--- src/hw/rtl/ps2mt_pkg.sv ---
// ps2mt_pkg: shared types and constants of the mouse packet tracker
// used by ps2mt_framer, ps2mt_cursor and ps2_mouse_packet_tracker
`default_nettype none

package ps2mt_pkg;

    localparam int CFG_W = 13;
    localparam int IDX_W = 8;
    localparam int CFG_DATA_W = 16;
    localparam int BYTE_W = 8;

    localparam logic [IDX_W-1:0] REG_SCREEN_WIDTH  = 8'd0;
    localparam logic [IDX_W-1:0] REG_SCREEN_HEIGHT = 8'd1;

    localparam logic [CFG_W-1:0] RESET_SCREEN_WIDTH  = 13'd1024;
    localparam logic [CFG_W-1:0] RESET_SCREEN_HEIGHT = 13'd768;

    typedef enum logic [1:0] {
        PH_HEADER = 2'd0,
        PH_DX     = 2'd1,
        PH_DY     = 2'd2
    } t_phase;

    // one complete packet as seen on the byte that closes it
    typedef struct packed {
        logic              left;
        logic              right;
        logic              middle;
        logic signed [7:0] dx;
        logic signed [7:0] dy;
    } t_packet;

endpackage

`default_nettype wire

--- src/hw/rtl/ps2mt_framer.sv ---
// ps2mt_framer: groups mouse bytes into header, x delta and y delta
// depends on ps2mt_pkg
`default_nettype none

module ps2mt_framer
    import ps2mt_pkg::*;
(
    input  wire logic              i_clk,
    input  wire logic              i_rst_n,
    input  wire logic              i_advance,
    input  wire logic [BYTE_W-1:0] i_byte,
    output t_packet                o_packet,
    output logic                   o_done
);

    t_phase            r_phase, n_phase;
    logic [BYTE_W-1:0] r_header, n_header;
    logic [BYTE_W-1:0] r_dx, n_dx;

    always_ff @(posedge i_clk) begin
        if (!i_rst_n) begin
            r_phase  <= PH_HEADER;
            r_header <= '0;
            r_dx     <= '0;
        end else begin
            r_phase  <= n_phase;
            r_header <= n_header;
            r_dx     <= n_dx;
        end
    end

    always_comb begin
        n_phase  = r_phase;
        n_header = r_header;
        n_dx     = r_dx;
        o_done   = 1'b0;
        unique case (r_phase)
            PH_DX: begin
                if (i_advance) begin
                    n_dx    = i_byte;
                    n_phase = PH_DY;
                end
            end
            PH_DY: begin
                o_done = 1'b1;
                if (i_advance) begin
                    n_phase = PH_HEADER;
                end
            end
            default: begin
                // header, and the unused phase code falls back to it
                if (i_advance) begin
                    n_header = i_byte;
                    n_phase  = PH_DX;
                end
            end
        endcase
    end

    assign o_packet.left   = r_header[0];
    assign o_packet.right  = r_header[1];
    assign o_packet.middle = r_header[2];
    assign o_packet.dx     = $signed(r_dx);
    assign o_packet.dy     = $signed(i_byte);

endmodule

`default_nettype wire

--- src/hw/rtl/ps2mt_cursor.sv ---
// ps2mt_cursor: cursor position and button registers, add and clamp per packet
// depends on ps2mt_pkg
`default_nettype none

module ps2mt_cursor
    import ps2mt_pkg::*;
#(
    parameter int COORD_BITS = 12
) (
    input  wire logic                  i_clk,
    input  wire logic                  i_rst_n,
    input  wire logic                  i_step,
    input  wire t_packet               i_packet,
    input  wire logic [COORD_BITS-1:0] i_max_x,
    input  wire logic [COORD_BITS-1:0] i_max_y,
    output logic      [COORD_BITS-1:0] o_pos_x,
    output logic      [COORD_BITS-1:0] o_pos_y,
    output logic      [2:0]            o_buttons
);

    localparam int SW = COORD_BITS + 2;

    logic [COORD_BITS-1:0] r_x, n_x;
    logic [COORD_BITS-1:0] r_y, n_y;
    logic [2:0]            r_buttons, n_buttons;
    logic signed [SW-1:0]  w_sum_x, w_sum_y;

    function automatic logic [COORD_BITS-1:0] f_clamp(
        input logic signed [SW-1:0]  v,
        input logic [COORD_BITS-1:0] mx
    );
        logic [COORD_BITS-1:0] res;
        if (v < 0) begin
            res = '0;
        end else if (v > $signed({2'b00, mx})) begin
            res = mx;
        end else begin
            res = v[COORD_BITS-1:0];
        end
        return res;
    endfunction

    // y grows downward, so the mouse y delta is subtracted
    assign w_sum_x = $signed({2'b00, r_x}) + SW'(i_packet.dx);
    assign w_sum_y = $signed({2'b00, r_y}) - SW'(i_packet.dy);

    always_comb begin
        n_x       = r_x;
        n_y       = r_y;
        n_buttons = r_buttons;
        if (i_step) begin
            n_x       = f_clamp(w_sum_x, i_max_x);
            n_y       = f_clamp(w_sum_y, i_max_y);
            n_buttons = {i_packet.middle, i_packet.right, i_packet.left};
        end
    end

    always_ff @(posedge i_clk) begin
        if (!i_rst_n) begin
            r_x       <= '0;
            r_y       <= '0;
            r_buttons <= '0;
        end else begin
            r_x       <= n_x;
            r_y       <= n_y;
            r_buttons <= n_buttons;
        end
    end

    assign o_pos_x   = r_x;
    assign o_pos_y   = r_y;
    assign o_buttons = r_buttons;

endmodule

`default_nettype wire

--- src/hw/rtl/ps2_mouse_packet_tracker.sv ---
// ps2_mouse_packet_tracker: top level, byte input register, config, result handshake
// depends on ps2mt_pkg, ps2mt_framer, ps2mt_cursor
//
//  channel  | dir | handshake              | payload
//  ---------+-----+------------------------+----------------------------------
//  s stream | in  | i_s_tvalid/o_s_tready  | data_byte
//  m stream | out | o_m_tvalid/i_m_tready  | pos_x, pos_y; tuser: buttons
//  cfg      | in  | i_cfg_valid/o_cfg_ready| register index, write data
//
// one byte per cycle unless a closing byte waits on an untaken result: each
// byte passes the input register, then the packet-closing byte adds and clamps
// straight into the cursor registers, which are the result register. the valid
// of a result is set with those registers, on the step of its closing byte.
// reset is synchronous, clears phase, cursor and valids, reloads default config.
// a stalled result holds only the closing byte; header and x bytes keep flowing.
`default_nettype none

module ps2_mouse_packet_tracker
    import ps2mt_pkg::*;
#(
    parameter int COORD_BITS = 12
) (
    input  wire logic                  i_clk,
    input  wire logic                  i_rst_n,
    input  wire logic                  i_s_tvalid,
    output logic                       o_s_tready,
    input  wire logic [BYTE_W-1:0]     i_s_tdata,   // [7:0] data_byte
    output logic                       o_m_tvalid,
    input  wire logic                  i_m_tready,
    output logic [((2 * COORD_BITS + 7) / 8) * 8 - 1:0] o_m_tdata,  // pos_x, pos_y, zero fill
    output logic [2:0]                 o_m_tuser,   // left, right, middle
    input  wire logic                  i_cfg_valid,
    output logic                       o_cfg_ready,
    input  wire logic [IDX_W-1:0]      i_cfg_index,
    input  wire logic [CFG_DATA_W-1:0] i_cfg_data
);

    localparam int OUT_W = ((2 * COORD_BITS + 7) / 8) * 8;
    localparam int LW = 17;

    function automatic logic [COORD_BITS-1:0] f_max(input logic [CFG_W-1:0] res);
        logic [LW-1:0]         wide;
        logic [LW-1:0]         less;
        logic [COORD_BITS-1:0] mx;
        wide = LW'(res);
        less = wide - LW'(1);
        if (res == '0) begin
            mx = '0;
        end else if (wide > (LW'(1) << COORD_BITS)) begin
            mx = '1;
        end else begin
            mx = less[COORD_BITS-1:0];
        end
        return mx;
    endfunction

    logic [COORD_BITS-1:0] r_max_x, r_max_y;
    logic                  r_in_valid;
    logic [BYTE_W-1:0]     r_in_byte;
    logic                  r_out_valid, n_out_valid;
    logic                  w_advance, w_step, w_done, w_take;
    t_packet               w_packet;
    logic [COORD_BITS-1:0] w_pos_x, w_pos_y;
    logic [2:0]            w_buttons;

    // config: clamp limit kept as resolution minus one, zero for a zero resolution, saturated at the coordinate range
    assign o_cfg_ready = 1'b1;

    always_ff @(posedge i_clk) begin
        if (!i_rst_n) begin
            r_max_x <= f_max(RESET_SCREEN_WIDTH);
            r_max_y <= f_max(RESET_SCREEN_HEIGHT);
        end else if (i_cfg_valid) begin
            if (i_cfg_index == REG_SCREEN_WIDTH) begin
                r_max_x <= f_max(i_cfg_data[CFG_W-1:0]);
            end
            if (i_cfg_index == REG_SCREEN_HEIGHT) begin
                r_max_y <= f_max(i_cfg_data[CFG_W-1:0]);
            end
        end
    end

    // input register moves on unless its byte closes a packet and the result waits
    assign w_take     = r_out_valid && i_m_tready;
    assign w_advance  = r_in_valid && (!w_done || !r_out_valid || i_m_tready);
    assign w_step     = w_advance && w_done;
    assign o_s_tready = !r_in_valid || w_advance;

    always_ff @(posedge i_clk) begin
        if (!i_rst_n) begin
            r_in_valid <= 1'b0;
        end else if (o_s_tready) begin
            r_in_valid <= i_s_tvalid;
        end
    end

    always_ff @(posedge i_clk) begin
        if (o_s_tready && i_s_tvalid) begin
            r_in_byte <= i_s_tdata;
        end
    end

    always_comb begin
        n_out_valid = r_out_valid;
        if (w_step) begin
            n_out_valid = 1'b1;
        end else if (w_take) begin
            n_out_valid = 1'b0;
        end
    end

    always_ff @(posedge i_clk) begin
        if (!i_rst_n) begin
            r_out_valid <= 1'b0;
        end else begin
            r_out_valid <= n_out_valid;
        end
    end

    ps2mt_framer u_framer (
        .i_clk     (i_clk),
        .i_rst_n   (i_rst_n),
        .i_advance (w_advance),
        .i_byte    (r_in_byte),
        .o_packet  (w_packet),
        .o_done    (w_done)
    );

    ps2mt_cursor #(
        .COORD_BITS (COORD_BITS)
    ) u_cursor (
        .i_clk     (i_clk),
        .i_rst_n   (i_rst_n),
        .i_step    (w_step),
        .i_packet  (w_packet),
        .i_max_x   (r_max_x),
        .i_max_y   (r_max_y),
        .o_pos_x   (w_pos_x),
        .o_pos_y   (w_pos_y),
        .o_buttons (w_buttons)
    );

    assign o_m_tvalid = r_out_valid;
    assign o_m_tdata  = OUT_W'({w_pos_y, w_pos_x});
    assign o_m_tuser  = w_buttons;

    a_step_gives_result: assert property (@(posedge i_clk) disable iff (!i_rst_n)
        w_step |=> o_m_tvalid)
        else $error("closing byte did not give a result");

    a_held_byte_stays: assert property (@(posedge i_clk) disable iff (!i_rst_n)
        (r_in_valid && !w_advance) |=> (r_in_valid && $stable(r_in_byte)))
        else $error("stalled byte lost from input register");

    a_clamped_x: assert property (@(posedge i_clk) disable iff (!i_rst_n)
        w_step |=> (w_pos_x <= $past(r_max_x) && w_pos_y <= $past(r_max_y)))
        else $error("cursor beyond clamp limit");

endmodule

`default_nettype wire

--- config.mk ---
export PLATFORM = sky130hd
export DESIGN_NAME = ps2_mouse_packet_tracker
export DESIGN_NICKNAME = d
export VERILOG_FILES = /design/src/hw/rtl/ps2mt_pkg.sv /design/src/hw/rtl/ps2mt_framer.sv /design/src/hw/rtl/ps2mt_cursor.sv /design/src/hw/rtl/ps2_mouse_packet_tracker.sv
export SDC_FILE = /design/constraint.sdc
export NUM_CORES = 1
export LEC_CHECK = 0
export BUFFER_PORTS_ARGS = -buffer_cell sky130_fd_sc_hd__buf_2
export CORE_AREA = 2 2 175 125
export CTS_BUF_LIST = sky130_fd_sc_hd__clkbuf_16
export DETAILED_ROUTE_END_ITERATION = 16
export DIE_AREA = 0 0 177 127
export GPL_TIMING_DRIVEN = 0
export SETUP_SLACK_MARGIN = 0.05
export SYNTH_ARGS = -nofsm -noshare
export SYNTH_HDL_FRONTEND = slang
export SYNTH_SLANG_ARGS = --single-unit
--- constraint.sdc ---
create_clock -name i_clk -period 7.7 [get_ports i_clk]
set_clock_uncertainty 0.2 [all_clocks]
set_input_delay 1.54 -clock i_clk [delete_from_list [all_inputs] [get_ports i_clk]]
set_output_delay 1.54 -clock i_clk [all_outputs]
set_load 0.1 [all_outputs]
# Word level (Yosys, flattened, before mapping)
# Cells that the tools add are included.
# word_totals
wordCells,54
register_bits,74
input_bits,37
output_inout_bits,30
# op_classes
addsub,3
n_mux,13
reduce_logical,18
magnitude_cmp,5
bitwise,1
n_eq_ne,3
# op_table
op,count
12-bit two-way mux,6
14-bit by 13-bit > comparator with 1-bit output,2
14-bit by 1-bit less-than comparator with 1-bit output (second input constant),2
13-bit by 8-bit adder with 14-bit output,1
13-bit by 8-bit subtractor with 14-bit output,1
13-bit > comparator (second input constant),1
13-bit zero test,1
12-bit by 1-bit subtractor with 12-bit output (second input constant),1
8-bit by 1-bit == test with 1-bit output (second input constant),1
8-bit zero test,1
2-bit AND reduction,4
2-bit two-way mux,3
1-bit logical AND,4
2-bit one-hot mux with 2 select lines,1
1-bit zero test,3
1-bit logical OR,3
1-bit two-way mux,3
2-bit by 1-bit == test with 1-bit output (second input constant),1
2-bit == test (second input constant),1
2-bit nonzero test,1
2-bit OR reduction,1
1-bit NOT,1

# Longest topological paths before layout
# depth
ltp_word,8
depth_mapped,19
ltp_nobuf,18

# Hierarchy
# From an unflattened synthesis, not the netlist that was laid out.
# unflattened
hier_cells,622
hier_area_um2,5263.8
# modules_own_cells
module,area_per_inst_um2,instances,seq_area_each_um2,cells_per_inst
ps2mt_cursor,2989.1,1,540.5,375
ps2_mouse_packet_tracker,1629.1,1,760.7,177
ps2mt_framer,645.6,1,260.2,70

# Least setup slack after synthesis
# No wires, ideal clock.
# synth_timing
path_type,flip-flop to flip-flop
from,reg u_cursor.r_y[1] (netlist: u_cursor.o_pos_y[1])
to,reg u_cursor.r_y[10] (netlist: u_cursor.o_pos_y[10])
period_less_slack_ps,4738
stages_incl_launch_ff,18
n_path_buf,1
setup_time_ps,135
path_slack_ps,2962
required_time_ps,7365
arrival_ps,4404
path_cell_list,dfxtp_1 -> ha_1 -> nor2b_1 -> o31a_1 -> o31a_1 -> a21oi_1 -> xor2_1 -> inv_1 -> ha_1 -> a211o_1 -> o211ai_1 -> a21oi_1 -> a2111oi_2 -> or2_1 -> buf_2 -> a211oi_1 -> nor2_1 -> o211ai_1
# synth_between
elab_chain_cells,4
word_cells_on_any_way,5
classes_between,1 x add/sub; 2 x order compare; 2 x mux
# synth_rtl
element,line,source
from (decl),ps2mt_cursor.sv:24,"logic [COORD_BITS-1:0] r_y, n_y;"
from (signal assigned),ps2mt_cursor.sv:65,r_y <= n_y;
13-bit by 8-bit subtractor with 14-bit output *,ps2mt_cursor.sv:45,"assign w_sum_y = $signed({2'b00, r_y}) - SW'(i_packet.dy);"
14-bit by 13-bit > comparator with 1-bit output,ps2mt_cursor.sv:35,"end else if (v > $signed({2'b00, mx})) begin"
12-bit two-way mux,ps2mt_cursor.sv:35,
12-bit two-way mux *,ps2mt_cursor.sv:33,if (v < 0) begin
# Mark *: on every way between the ends. The rest lies on a longest branch, timed or not.
# A chain may end at the register's enable or synchronous reset.

# Worst setup path after layout
# layout_timing
from,reg r_in_byte[1]
to,reg u_cursor.r_y[6] (netlist: u_cursor.o_pos_y[6])
# layout_between
elab_chain_cells,4
word_cells_on_any_way,5
classes_between,1 x add/sub; 2 x order compare; 2 x mux
# layout_rtl
element,line,source
from (decl),ps2_mouse_packet_tracker.sv:59,logic [BYTE_W-1:0] r_in_byte;
from (signal assigned),ps2_mouse_packet_tracker.sv:99,r_in_byte <= i_s_tdata;
13-bit by 8-bit subtractor with 14-bit output *,ps2mt_cursor.sv:45,
14-bit by 13-bit > comparator with 1-bit output,ps2mt_cursor.sv:35,
12-bit two-way mux,ps2mt_cursor.sv:35,
12-bit two-way mux *,ps2mt_cursor.sv:33,
# Marked as above.

==> impl_metrics.env <==
export IMPL_period_minus_slack_ps=4890
export IMPL_clock_latency_ps=340
export IMPL_layoutNonFillerInstCount=994
export IMPL_fin_nets=806
export IMPL_gp_congestion=0.875
export IMPL_ys_warn_count=0
export IMPL_grt_pass1_wl_um=23600
export IMPL_required_ps=7690
export IMPL_yosysSeqAreaShare_pct=30.4
export IMPL_synthTopCellsByArea="dfxtp_1 (26%), ha_1 (13%), nand2_1 (7.7%)"
export IMPL_synth_area_mm2=0.00514
export IMPL_ios=67
export IMPL_seq_power_share_pct=43.0
export IMPL_critPathSlowestCell="nor2_1"
export IMPL_grt_overflow=0
export IMPL_synth_seq_cells=74
export IMPL_hold_buffers=0
export IMPL_regArea_mm2=0.00156
export IMPL_placedCellCount=978
export IMPL_fp_row_count=44
export IMPL_cts_root_buf="clkbuf_16"
export IMPL_synth_edff_count=8
export IMPL_grt_max_degree=14
export IMPL_postSynthCellCount=641
export IMPL_ys_async_sr_fraction_pct=0
export IMPL_die_area_mm2=0.0225
export IMPL_dp_hpwl_um=11800
export IMPL_routedWlPerCell_um=14.7
export IMPL_die_x_um=177
export IMPL_p_switching_uw=249
export IMPL_routed_wl_um=14600
export IMPL_cts_tree="yes"
export IMPL_cts_buffers=9
export IMPL_firstDrtPassIters=5
export IMPL_combPwrFrac_pct=12.1
export IMPL_status="complete, no violations"
export IMPL_critPathLaunchType="flip-flop"
export IMPL_worstMarginPinSlew_ps=1030
export IMPL_setup_tns_ps=0
export IMPL_num_fill_cells=2242
export IMPL_arrival_ps=4880
export IMPL_clkTransAtPathRegs_ps=60
export IMPL_synth_most_common_cell="nand2_1"
export IMPL_path_cells="inv_1 -> ha_1 -> nor2b_1 -> o31a_1 -> o31a_1 -> a21oi_1 -> xor2_1 -> inv_1 -> ha_1 -> a211o_1 -> o211ai_1 -> a21oi_1 -> a2111oi_2 -> or2_1 -> buf_2 -> a211oi_1 -> nor2_1 -> o211ai_1"
export IMPL_htree_levels=3
export IMPL_pwr_density_cell_mw_per_mm2=154
export IMPL_netlist_top_cells_count="nand2_1 (106), dfxtp_1 (66), ha_1 (54)"
export IMPL_drive_above_1_share_pct=13.4
export IMPL_hold_path_class="reg -> reg"
export IMPL_viasPerCell=4.81
export IMPL_cp_max_fo=10
export IMPL_post_route_period_util_pct=63.5
export IMPL_peakVddDrop_v=0.000120
export IMPL_clockBufferDepth=2
export IMPL_synth_distinct_cells=64
export IMPL_postCtsSetupBuffers=0
export IMPL_critPathBufInv=3
export IMPL_core_area_mm2=0.0206
export IMPL_yosysTopAreaCellShare_pct=25.7
export IMPL_end_kind="flip-flop"
export IMPL_critPathTopFamily="compound AO/OA/AOI/OAI gates"
export IMPL_die_height_um=127
export IMPL_drc_errors=0
export IMPL_ys_flop_type="dfxtp_1"
export IMPL_synth_top_area_cell="dfxtp_1"
export IMPL_start_util_pct=24.9
export IMPL_ctsResizeCount=0
export IMPL_syn_to_final_growth_pct=18.4
export IMPL_finalMaxSlewViolations=0
export IMPL_hold_violations=0
export IMPL_setup_viol=0
export IMPL_cp_slowest_stage_delay_ps=510
export IMPL_syn_nets=734
export IMPL_n_antenna_cell=0
export IMPL_drt_iter0_drc=380
export IMPL_grt_usage_pct=13.2
export IMPL_cellLeakagePower_nw=2.71
export IMPL_intPower_uw=687
export IMPL_worst_slew_margin_rel_pct=31.0
export IMPL_place_area_mm2=0.00579
export IMPL_fmax_ghz=0.204
export IMPL_multiInputGateArea_mm2=0.00326
export IMPL_grt_pass1_vias=4453
export IMPL_clock_sinks=74
export IMPL_crit_type="reg -> reg"
export IMPL_ant_nets=0
export IMPL_antenna_found_initial=0
export IMPL_final_area_mm2=0.00608
export IMPL_maxCapViolations=0
export IMPL_p_clk_share_pct=44.9
export IMPL_rsz0062_at_grt="false"
export IMPL_syn_area_per_cell_um2=8.01
export IMPL_num_vias=4778
export IMPL_whs_ps=253
export IMPL_swShare_pct=26.6
export IMPL_portBuffers=61
placed cells by master (no fill, tap or decap), types with 9 or more instances in the layout:
master	n
clkbuf_16	9
clkbuf_1	19
nand2_1	106
o211ai_1	38
nand4_1	23
nor2_1	33
xnor2_1	20
buf_2	64
ha_1	54
nand3_1	22
dfxtp_1	66
a211oi_1	11
o21ai_0	30
a21oi_1	39
inv_1	52
power groups by stage:
| stage | logic (mW) | clock network, mW | registers (mW) |
|---|---|---|---|
| 3_5_place_dp | 0.112 | 0 | 0.411 |
| 4_1_cts | 0.113 | 0.430 | 0.403 |
| 2_1_floorplan | 0.0759 | 0 | 0.410 |
| 3_3_place_gp | 0.111 | 0 | 0.411 |
| 5_1_grt | 0.128 | 0.447 | 0.404 |
| 6_report | 0.113 | 0.420 | 0.403 |
registers in the layout (all words and copies together) (netlist names):
| signal | count |
|---|---|
| r_in_valid | 1 |
| r_in_byte | 8 |
| r_max_x | 12 |
| u_framer.r_header | 3 |
| u_cursor.o_pos_y | 12 |
| u_cursor.o_buttons | 3 |
| u_cursor.o_pos_x | 12 |
| r_max_y | 12 |
| u_framer.r_phase | 2 |
| u_framer.r_dx | 8 |
| o_m_tvalid | 1 |
logic make-up (layout without fill, tap and decap cells):
logic type	Yosys count	in the layout	share of synthesized area, %
buf+inv	78	155	6.14
xor+xnor	26	26	4.43
simple gates	231	231	21.1
fa+ha+maj	58	58	14.3
compound gates	166	166	22.0
flops	74	74	30.4
other cells	1	1	0.0730
mux	7	7	1.44
worst register-to-register path, stage by stage (launching register included):
cell and delay [ps]:
edfxtp_1 450, inv_1 130, ha_1 230, nor2b_1 150, o31a_1 290, o31a_1 280
a21oi_1 240, xor2_1 330, inv_1 90, ha_1 300, a211o_1 300, o211ai_1 90
a21oi_1 110, a2111oi_2 360, or2_1 150, buf_2 200, a211oi_1 150, nor2_1 510
o211ai_1 210
metal layers:
layer | global-route usage, % | up-vias | wire, um
met5 | 0 | - | 0
met4 | 2.28 | 0 | 95
met3 | 3.10 | 8 | 753
met2 | 19.0 | 110 | 5940
met1 | 20.1 | 2205 | 7780
li1 | - | 2455 | -
stage by stage:
| stage | worst slack [ps] | power, mW | utilization (%) |
|---|---|---|---|
| 2_1_floorplan | 2960 | 0.486 | - |
| 3_3_place_gp | 2910 | 0.522 | 28.0 |
| 3_5_place_dp | 2870 | 0.523 | 28.0 |
| 4_1_cts | 2840 | 0.946 | 29.5 |
| 5_1_grt | 2410 | 0.978 | 29.5 |
| 6_report | 2810 | 0.936 | 29.5 |
final timing paths:
kind / from / end / slack (ps) / cells after the start
setup / recovery: r_in_byte[1] / u_cursor.o_pos_y[6] / 2810 / 18
hold / removal: u_cursor.o_buttons[0] / u_cursor.o_buttons[0] / 250 / 2
setup reg to reg: r_in_byte[1] / u_cursor.o_pos_y[6] / 2810 / 18
hold reg to reg: u_cursor.o_buttons[0] / u_cursor.o_buttons[0] / 250 / 2
cell type report:
type,count,share of cell area (%)
flip-flops and latches,74,25.7
well taps,276,5.68
repair buffers,61,5.02
multi-input cells,489,53.6
plain buffers,26,1.97
clock buffers,9,3.70
clock inverters,7,1.15
inverters,52,3.21
(Power assumes the default switching activity.)
